[src/hdl/brf_pkg.sv]
// Package for the byte ring FIFO: payload structs, operation, status,
// policy and register index codes, and the ring geometry constants.
// No dependencies.
`default_nettype none

package brf_pkg;

    // Ring geometry.
    localparam int MAX_DEPTH = 256;
    localparam int IDX_W     = $clog2(MAX_DEPTH);
    localparam int SIZE_W    = IDX_W + 1;

    // Configuration port.
    localparam int CFG_ADDR_W = 2;
    localparam int CFG_DATA_W = 9;
    localparam logic [CFG_ADDR_W-1:0] CFG_FULL_POLICY = 2'd0;
    localparam logic [CFG_ADDR_W-1:0] CFG_RING_SIZE   = 2'd1;

    // Operation codes.
    localparam logic [1:0] KIND_PUSH  = 2'd0;
    localparam logic [1:0] KIND_POP   = 2'd1;
    localparam logic [1:0] KIND_CLEAR = 2'd2;

    // Policies for a push into a full ring.
    localparam logic [1:0] POL_REFUSE    = 2'd0;
    localparam logic [1:0] POL_DROP_NEW  = 2'd1;
    localparam logic [1:0] POL_BUSY      = 2'd2;
    localparam logic [1:0] POL_OVERWRITE = 2'd3;

    // Result status codes.
    localparam logic [2:0] ST_OK        = 3'd0;
    localparam logic [2:0] ST_EMPTY     = 3'd1;
    localparam logic [2:0] ST_REFUSED   = 3'd2;
    localparam logic [2:0] ST_DROPPED   = 3'd3;
    localparam logic [2:0] ST_BUSY      = 3'd4;
    localparam logic [2:0] ST_OVERWROTE = 3'd5;

    typedef struct packed {
        logic [1:0] kind;
        logic [7:0] push_byte;
    } in_item_t;

    typedef struct packed {
        logic [7:0] read_byte;
        logic [2:0] status;
        logic       overflow_seen;
        logic [7:0] free_entries;
    } out_item_t;

endpackage

`default_nettype wire

[src/hdl/byte_ring_fifo_overflow_policy_top.sv]
// Byte ring FIFO with a selectable policy for pushes into a full ring.
// Depends on brf_pkg for payload types, codes and geometry constants.
`default_nettype none

// Each transfer on the input channel is a push, a pop or a clear and yields
// exactly one result transfer. One item is taken every cycle: the item is
// decoded against the ring pointers in the cycle it is accepted and its
// result lands in the output register on the same edge, so the input
// stalls only while a result waits on m_ready. The byte store is a 256 x 8
// memory with one write and one registered read port; the read port always
// holds the byte at the head of the ring, with a bypass when a push writes
// the slot that becomes the head. Writing ring_size empties the ring and
// clears overflow; values below 2 act as 2 and values above 256 act as 256.
// Configuration writes are meant to happen only while no result is
// outstanding.
module byte_ring_fifo_overflow_policy_top (
    input  wire                           aclk,
    input  wire                           aresetn,
    input  wire                           s_valid,
    output logic                          s_ready,
    input  brf_pkg::in_item_t             s_data,
    output logic                          m_valid,
    input  wire                           m_ready,
    output brf_pkg::out_item_t            m_data,
    input  wire                           cfg_we,
    input  wire [brf_pkg::CFG_ADDR_W-1:0] cfg_addr,
    input  wire [brf_pkg::CFG_DATA_W-1:0] cfg_wdata
);
    import brf_pkg::*;

    logic [1:0]        policy_reg;
    logic [SIZE_W-1:0] size_reg;
    logic [SIZE_W-1:0] size_next;
    logic [IDX_W-1:0]  wr_idx_reg, wr_idx_next;
    logic [IDX_W-1:0]  rd_idx_reg, rd_idx_next;
    logic              ovf_reg, ovf_next;
    logic              m_valid_reg;
    out_item_t         m_data_reg, m_data_next;

    logic [7:0]        mem [MAX_DEPTH];
    logic [7:0]        head_reg;

    logic              accept;
    logic [IDX_W-1:0]  wr_adv, rd_adv;
    logic              full, empty;
    logic              mem_we;
    logic [IDX_W-1:0]  wr_step, rd_step;
    logic [SIZE_W-1:0] used;
    logic [SIZE_W-1:0] free_full;
    logic [7:0]        rb;
    logic [2:0]        status;
    logic              size_wr;

    // Advance a ring index, wrapping at the size in use.
    function automatic logic [IDX_W-1:0] adv_idx(input logic [IDX_W-1:0] idx,
                                                 input logic [SIZE_W-1:0] size);
        logic [SIZE_W-1:0] inc;
        inc = {1'b0, idx} + 1'b1;
        return (inc == size) ? '0 : inc[IDX_W-1:0];
    endfunction

    assign accept  = s_valid && s_ready;
    assign s_ready = !m_valid_reg || m_ready;
    assign m_valid = m_valid_reg;
    assign m_data  = m_data_reg;
    assign size_wr = cfg_we && (cfg_addr == CFG_RING_SIZE);

    // Clamp a written ring size into the supported range.
    always_comb begin
        if (cfg_wdata < SIZE_W'(2)) begin
            size_next = SIZE_W'(2);
        end else if (cfg_wdata > SIZE_W'(MAX_DEPTH)) begin
            size_next = SIZE_W'(MAX_DEPTH);
        end else begin
            size_next = cfg_wdata[SIZE_W-1:0];
        end
    end

    // Decode one item against the current pointers.
    always_comb begin
        wr_adv  = adv_idx(wr_idx_reg, size_reg);
        rd_adv  = adv_idx(rd_idx_reg, size_reg);
        full    = (wr_adv == rd_idx_reg);
        empty   = (wr_idx_reg == rd_idx_reg);
        wr_step = wr_idx_reg;
        rd_step = rd_idx_reg;
        ovf_next = ovf_reg;
        mem_we  = 1'b0;
        rb      = 8'd0;
        status  = ST_OK;
        case (s_data.kind)
            KIND_PUSH: begin
                if (!full) begin
                    mem_we  = 1'b1;
                    wr_step = wr_adv;
                end else begin
                    unique case (policy_reg)
                        POL_REFUSE: status = ST_REFUSED;
                        POL_DROP_NEW: begin
                            ovf_next = 1'b1;
                            status   = ST_DROPPED;
                        end
                        POL_BUSY: status = ST_BUSY;
                        default: begin
                            // Discard the oldest byte and store the new one.
                            rd_step  = rd_adv;
                            mem_we   = 1'b1;
                            wr_step  = wr_adv;
                            ovf_next = 1'b1;
                            status   = ST_OVERWROTE;
                        end
                    endcase
                end
            end
            KIND_POP: begin
                if (!empty) begin
                    rb      = head_reg;
                    rd_step = rd_adv;
                end else begin
                    status = ST_EMPTY;
                end
                ovf_next = 1'b0;
            end
            KIND_CLEAR: wr_step = rd_idx_reg;
            default: ;
        endcase
        mem_we = mem_we && accept;

        // Free slots after the item: size - 1 - used.
        if (wr_step >= rd_step) begin
            used = {1'b0, wr_step} - {1'b0, rd_step};
        end else begin
            used = {1'b0, wr_step} + size_reg - {1'b0, rd_step};
        end
        free_full = size_reg - SIZE_W'(1) - used;

        m_data_next.read_byte     = rb;
        m_data_next.status        = status;
        m_data_next.overflow_seen = ovf_next;
        m_data_next.free_entries  = free_full[7:0];
    end

    // Next pointer values, including the reset of the ring on a size write.
    always_comb begin
        if (size_wr) begin
            wr_idx_next = '0;
            rd_idx_next = '0;
        end else if (accept) begin
            wr_idx_next = wr_step;
            rd_idx_next = rd_step;
        end else begin
            wr_idx_next = wr_idx_reg;
            rd_idx_next = rd_idx_reg;
        end
    end

    // Control state, configuration and the result register.
    always_ff @(posedge aclk) begin
        if (!aresetn) begin
            policy_reg  <= POL_REFUSE;
            size_reg    <= SIZE_W'(MAX_DEPTH);
            wr_idx_reg  <= '0;
            rd_idx_reg  <= '0;
            ovf_reg     <= 1'b0;
            m_valid_reg <= 1'b0;
        end else begin
            wr_idx_reg <= wr_idx_next;
            rd_idx_reg <= rd_idx_next;
            if (size_wr) begin
                size_reg <= size_next;
                ovf_reg  <= 1'b0;
            end else if (accept) begin
                ovf_reg <= ovf_next;
            end
            if (cfg_we && (cfg_addr == CFG_FULL_POLICY)) begin
                policy_reg <= cfg_wdata[1:0];
            end
            if (accept) begin
                m_valid_reg <= 1'b1;
            end else if (m_ready) begin
                m_valid_reg <= 1'b0;
            end
        end
    end

    // Result payload.
    always_ff @(posedge aclk) begin
        if (accept) begin
            m_data_reg <= m_data_next;
        end
    end

    // Byte store; the registered read always tracks the byte at the head,
    // taking the pushed byte directly when it lands on the new head slot.
    always_ff @(posedge aclk) begin
        if (mem_we) begin
            mem[wr_idx_reg] <= s_data.push_byte;
        end
        if (mem_we && (wr_idx_reg == rd_idx_next)) begin
            head_reg <= s_data.push_byte;
        end else begin
            head_reg <= mem[rd_idx_next];
        end
    end

endmodule

`default_nettype wire
[config.mk]
export PLATFORM = sky130hd
export DESIGN_NAME = byte_ring_fifo_overflow_policy_top
export DESIGN_NICKNAME = d
export VERILOG_FILES = /design/src/hdl/brf_pkg.sv /design/src/hdl/byte_ring_fifo_overflow_policy_top.sv
export SDC_FILE = /design/constraint.sdc
export NUM_CORES = 2
export LEC_CHECK = 0
export BUFFER_PORTS_ARGS = -buffer_cell sky130_fd_sc_hd__clkbuf_2
export CAP_MARGIN = 30
export CORE_MARGIN = 2
export CORE_UTILIZATION = 25
export DETAILED_ROUTE_END_ITERATION = 8
export PLACE_DENSITY = 0.43
export SKIP_LAST_GASP = 1
export SYNTH_ARGS = -nofsm -noshare
export SYNTH_HDL_FRONTEND = slang
export SYNTH_SLANG_ARGS = --single-unit
[constraint.sdc]
create_clock -name aclk -period 7.34 [get_ports aclk]
set_input_delay 1.468 -clock aclk [delete_from_list [all_inputs] [get_ports aclk]]
set_output_delay 1.468 -clock aclk [all_outputs]
set_load 0.02 [all_outputs]
== Word level (Yosys, flattened, before mapping) ==
Memories as Yosys holds them, arrays and structs flattened. A register that Yosys moved wholly into a read port is not among the register bits.
Index checks and enable logic that the tools add are counted.

* Register bits after elaboration: 49
* RAM bits: 2048
* Input port bits: 26
* Output and inout bits: 22
* Word-level logic and storage cells: 74
* Memories: 1

{| class="wikitable"
|+ Memories
! memory !! words !! bits a word !! read ports !! clocked after memory_dff !! wr ports !! line !! source
|-
| mem || 256 || 8 || 1 || 1 || 1 || byte_ring_fifo_overflow_policy_top.sv:40 || <nowiki>logic [7:0] mem [MAX_DEPTH];</nowiki>
|}

* Add/subtract/negate cells: 7
* Order comparisons: 3
* Equality and inequality tests: 9
* Mux-type cells: 28
* Bitwise logic cells: 2
* Reduce and logical (&&, ||, !) cells: 14

{| class="wikitable"
|+ Operators with widths
! kind !! count
|-
| $mux W8 || 10
|-
| $pmux W8 S2 || 2
|-
| $sub A8 B8 Y8 || 3
|-
| $add A8 B1 Y9 const B || 2
|-
| $eq A9 B9 Y1 || 2
|-
| $mux W9 || 2
|-
| $eq A8 B8 Y1 || 2
|-
| $mux W1 || 10
|-
| $gt A9 B9 Y1 const B || 1
|-
| $lt A9 B2 Y1 const B || 1
|-
| $pmux W3 S3 || 1
|-
| $add A8 B8 Y8 || 1
|-
| $ge A8 B8 Y1 || 1
|-
| $sub A8 B1 Y8 const B || 1
|-
| $eq A2 B1 Y1 const B || 3
|-
| $logic_not A2 Y1 || 3
|-
| $pmux W3 S2 || 1
|-
| $reduce_or A2 Y1 || 3
|-
| $eq A2 B2 Y1 const B || 2
|-
| $logic_and A1 B1 Y1 || 4
|-
| $mux W3 || 1
|-
| $reduce_or A3 Y1 || 1
|-
| $not A1 Y1 || 2
|-
| $pmux W1 S2 || 1
|-
| 3 further kinds || 3
|}

== Depth between registers and ports, before layout ==
* Depth in word-level cells: 10
* Gate-level depth with buffers: 37

== Worst setup path before layout ==
Ideal clock, no wire load.

* Path type: reg-to-reg
* Start: register wr_idx_reg[0]
* End: register m_data_reg (netlist bit m_data[6]), data pin
* Arrival: 6345 ps
* Data required time: 7082 ps
* Slack: 738 ps
* Cell stages (with the launch flop): 38
* Buffers on the path: 3
* Period minus slack after synthesis: 6602 ps
* Cells stage by stage: dfxtp_1 > buf_6 > inv_1 > ha_1 > xor2_1 > a21oi_2 > o2111ai_2 > nor4_4 > nand4_1 > and2_1 > buf_2 > nor2_1 > a21oi_1 > nor2_1 > nor2_1 > a21oi_1 > ha_1 > inv_1 > [2 not listed] > nand2_1 > a21oi_1 > o21bai_1 > a21oi_1 > o31ai_1 > a21o_1 > a21oi_1 > clkbuf_1 > mux2i_1 > ha_1 > inv_1 > fa_1 > inv_1 > a21o_1 > a21oi_1 > o21bai_1 > a21oi_1 > xnor2_1

* Longest elaborated chain between the ends: 10
* Elaborated cells between the ends (all ways): 17

{| class="wikitable"
|+ Ends and longest elaborated chain
! element !! line !! source
|-
| from (decl) || byte_ring_fifo_overflow_policy_top.sv:34 || <nowiki>logic [IDX_W-1:0] wr_idx_reg, wr_idx_next;</nowiki>
|-
| from (signal assigned) || byte_ring_fifo_overflow_policy_top.sv:167 || <nowiki>wr_idx_reg <= wr_idx_next;</nowiki>
|-
| $add A8 B1 Y9 || byte_ring_fifo_overflow_policy_top.sv:58 || <nowiki>inc = {1'b0, idx} + 1'b1;</nowiki>
|-
| $eq A9 B9 Y1 || byte_ring_fifo_overflow_policy_top.sv:59 || <nowiki>return (inc == size) ? '0 : inc[IDX_W-1:0];</nowiki>
|-
| $mux W8 || byte_ring_fifo_overflow_policy_top.sv:59 ||
|-
| $eq A8 B8 Y1 or $mux W8 (tied branches) || byte_ring_fifo_overflow_policy_top.sv:83, byte_ring_fifo_overflow_policy_top.sv:97 ||
|-
| $mux W8 || byte_ring_fifo_overflow_policy_top.sv:93 || <nowiki>if (!full) begin</nowiki>
|-
| $pmux W8 S2 || byte_ring_fifo_overflow_policy_top.sv:91 || <nowiki>case (s_data.kind)</nowiki>
|-
| $add A8 B8 Y8 || byte_ring_fifo_overflow_policy_top.sv:133 || <nowiki>used = {1'b0, wr_step} + size_reg - {1'b0, rd_step};</nowiki>
|-
| $sub A8 B8 Y8 || byte_ring_fifo_overflow_policy_top.sv:133 ||
|-
| $mux W8 * || byte_ring_fifo_overflow_policy_top.sv:130 || <nowiki>if (wr_step >= rd_step) begin</nowiki>
|-
| $sub A8 B8 Y8 * || byte_ring_fifo_overflow_policy_top.sv:135 || <nowiki>free_full = size_reg - SIZE_W'(1) - used;</nowiki>
|-
| via free_full[6] || byte_ring_fifo_overflow_policy_top.sv:49 || <nowiki>logic [SIZE_W-1:0] free_full;</nowiki>
|-
| to (signal assigned) || byte_ring_fifo_overflow_policy_top.sv:189 || <nowiki>m_data_reg <= m_data_next;</nowiki>
|-
| to (decl) || byte_ring_fifo_overflow_policy_top.sv:38 || <nowiki>out_item_t m_data_reg, m_data_next;</nowiki>
|}

The timed path passes the listed nets; every way through them passes the cells marked *.
A chain may end at the register's enable or synchronous reset.

== Final worst setup path ==
* Start: register wr_idx_reg[0]
* End: register m_data_reg (netlist bit m_data[7]), data pin

Same word-level chain as after synthesis.

==> run metrics <==
result of the run=finished clean; Total Die Area=~0.34 mm²; dominant combinational cell family by area after synthesis=multiplexers; minimum clock period=~7 ns; post-layout instance area=0.09686 mm²; Post-Route Skew=slightly below 0.09 ns; hold depth=2; Seq/Total Area, Yosys=0.7509; via count of the first global-routing pass=between 40000 and 50000; maximum number of pins on one net before global-route repair=between 150 and 200; initial standard-cell utilization of the core=0.2510; synthesis-to-finish area growth=15.74%; sum of overflow across all layers after global routing=0; Async S/R FF share, synth=0; DP Area=0.08969 mm²; fraction of met1 tracks used by global routing=0.1941; number of synthesized register bits=roughly 2100; clock latency at the later pin of the worst-skew pair=0.87 ns; routed wire length per instance=approximately 27 µm; sum of negative setup slack=0 ns; number of buffers created by CTS=220; vias after detailed routing=between 30000 and 40000; worst slew slack as a fraction of its limit=0.1729; number of cells in the design after placement=8116; cell with the largest stage delay on the worst path=or4_1; clk buf depth=3; num ports=between 40 and 50; global-route wire length before repair=roughly 320000 µm; startpoint of the worst-slack reg-to-reg timing path=wr_idx_reg[0]$_SDFFE_PP0P_; placed wire-length estimate after detailed placement=about 140000 µm; arrival time of the worst setup path=7.44 ns; post-synthesis compound-gate area fraction=0.01392; final worst path period share=0.9289; GR Util met3=0.02010; start point of the critical path=wr_idx_reg[0]$_SDFFE_PP0P_; iteration count of the initial detailed-routing pass=5; RePlAce Congestion=about 0.8; top flip-flop cell by instance count after synthesis=edfxtp_1; Max Transition Viols Final=0; final number of setup-violating endpoints=0; CTS Root Buffer Type=clkbuf_16; critical path capture point type=register; met2 track utilization from global routing=0.2088; Fillers=between 30000 and 40000; total of buffers placed on input and output ports=47; maximum resistive drop on vdd=0.2480 mV; max-capacitance violation count=0; num rows=between 200 and 250; transition time at the pin with the least slew margin=1.241 ns; most utilized layer in the global route result=met2; antenna violations before repair=19; Worst Reg-to-Reg Cells=30; final std cells w/o fill=8532; required time at the endpoint of the critical path=7.96 ns; all-layer global routing usage=0.1321; Chip Width=a little under 600 µm; CP max FO=11; f_max=approximately 150 MHz; type of the worst setup path=reg -> reg; cts-stage hold buffer count=0; detail-routed via count per cell=approximately 4.6; residual DRC count=0; clock transition at the registers of the reported paths=approximately 0.060 ns; Avg Inst Size Synth=approximately 22 µm²; fraction of layout instances using a drive strength above 1=0.2853; Gate Count Post-Synth=roughly 3800; post-synthesis cell area=around 0.084 mm²; number of synthesized flops with an enable pin=~2100; adder and majority cell fraction of the synthesized area=0.006189; power per cell area=between 200 and 300 mW/mm²; Warnings, synthesis=0; beginning of the worst hold path=ovf_reg$_SDFFE_PP0P_; Die Span Y=approximately 600 µm; synthesized net count=3865; crit path launch type=register; area of the core=roughly 0.33 mm²; routed wire length=226200 µm; TritonCTS sink count=about 2100; nets@finish=about 4000; Synth Area in XOR/XNOR=0.005203; number of H-tree levels=4; unrepaired setup endpoints after global routing=no; violation count after the first detailed-route iteration=a little under 4000; residual antenna-violating net count after detailed routing=0; Final Hold Viols=0; Hold Crit Class=reg -> reg; Layout Utilization=0.2905; clock tree from TritonCTS=built; basic-gate share of the synthesized area counting and, or, nand and nor cells=0.02636; critical path's largest stage delay=about 0.44 ns; critical path's most frequent cell=a21oi_1; number of flip-flops under the largest register name=just over 2000; mux cell area share after synthesis=0.1840; Unique masters post-synth=82; Leakage=between 20 and 30 nW
## worst max-delay path, delay by kind of cell, from the launching register on
kind,cells,cell delay (ns)
DFF,1,0.37
buffers and inverters,1,0.07
and+or+nand+nor,9,1.96
AOI/OAI and AO/OA,12,2.14
adders and majority gates,3,0.77
xor gates and xnor gates,3,0.62
muxes,2,0.62
## per-stage QoR
| stage | setup WS, ns | hold WS (ns) | power (mW) |
|---|---|---|---|
| final | 0.5219 | 0.5188 | 25.90 |
| after global routing | 0.009262 | 0.5182 | 26.76 |
| after CTS | 0.3631 | 0.5058 | 26.25 |
| after detailed placement | 0.3915 | 0.4754 | 15.16 |
| after global placement | 0.3039 | 0.4818 | 15.15 |
| after floorplan | 0.7378 | 0.4358 | 14.41 |
## logic make-up after synthesis
family	after synthesis
and+or+nand+nor	492
AOI/OAI and AO/OA	167
muxes	688
adders and majority gates	36
xor gates and xnor gates	45
DFF	2105
buffers and inverters	270
## final cells by class
class | count | area [µm²] | share of cell area
Sequential cell | 2105 | 62860 | 0.6490
Multi-Input combinational cell | 1428 | 19750 | 0.2039
Clock buffer | 261 | 5702 | 0.05887
Tap cell | 4387 | 5489 | 0.05667
Timing Repair Buffer | 156 | 1504 | 0.01553
Clock inverter | 146 | 1378 | 0.01422
Inverter | 44 | 165.2 | 0.001705
Antenna cell | 5 | 12.51 | 0.0001292
## worst paths after layout
path                            slack [ns]              endpoint
worst max-delay path                  0.52   m_data[7]$_DFFE_PP_
worst min-delay path                  0.52  ovf_reg$_SDFFE_PP0P_
worst max register to register        0.52   m_data[7]$_DFFE_PP_
worst min register to register        0.52  ovf_reg$_SDFFE_PP0P_
## power breakdown
part           internal [mW]  switching [mW]  leakage [nW]  total [mW]
clock network           6.28            4.77          3.46        11.0
registers               13.2          0.0534          18.9        13.3
logic                  0.617           0.954          6.03        1.57
## placed cells by master (no fill, tap or decap), drive strengths merged, types with 37 or more instances in the layout
cell,n
edfxtp,2068
buf,117
nand2,66
nor2,299
a21oi,45
mux4,680
clkinv,113
clkbuf,300
dfxtp,37
inv,51
## cell usage after synthesis (all sizes together) (4+ instances only)
| cell type | count | area share |
|---|---|---|
| edfxtp | 2068 | 0.74 |
| mux4 | 680 | 0.18 |
| nor2 | 299 | 0.013 |
| clkbuf | 120 | 0.0054 |
| buf | 106 | 0.0062 |
| nand2 | 66 | 0.0030 |
| a21oi | 45 | 0.0029 |
| inv | 43 | 0.0019 |
| dfxtp | 37 | 0.0089 |
| o21ai | 36 | 0.0022 |
| ha | 27 | 0.0040 |
| nand3 | 25 | 0.0016 |
| xnor2 | 23 | 0.0024 |
| xor2 | 19 | 0.0020 |
| nor3 | 16 | 0.0012 |
| nor2b | 15 | 0.0011 |
| and2 | 12 | 0.00090 |
| a21o | 11 | 0.0011 |
| nand4 | 11 | 0.00082 |
| and3 | 10 | 0.00076 |
| nor4 | 10 | 0.0011 |
| a31oi | 9 | 0.00067 |
| fa | 9 | 0.0022 |
| or3 | 9 | 0.00067 |
| o21bai | 8 | 0.00072 |
| mux2i | 7 | 0.00084 |
| o211ai | 7 | 0.00063 |
| a22o | 5 | 0.00052 |
| a22oi | 5 | 0.00045 |
| a211o | 4 | 0.00043 |
| a211oi | 4 | 0.00036 |
| a32o | 4 | 0.00048 |
| nand2b | 4 | 0.00030 |
| nor3b | 4 | 0.00036 |
## what timing repair did
action,in CTS,in global routing
resized for setup,0,1
setup buffers,0,1
setup endpoints to repair,0,2
## routing by layer
layer / part of all wire / wire (µm)
met5: 0 / 0
met2: 0.47 / 106700
met4: 0.014 / 3118
met3: 0.049 / 10970
met1: 0.47 / 105400
Note: power is estimated with default switching activity, not from simulation.
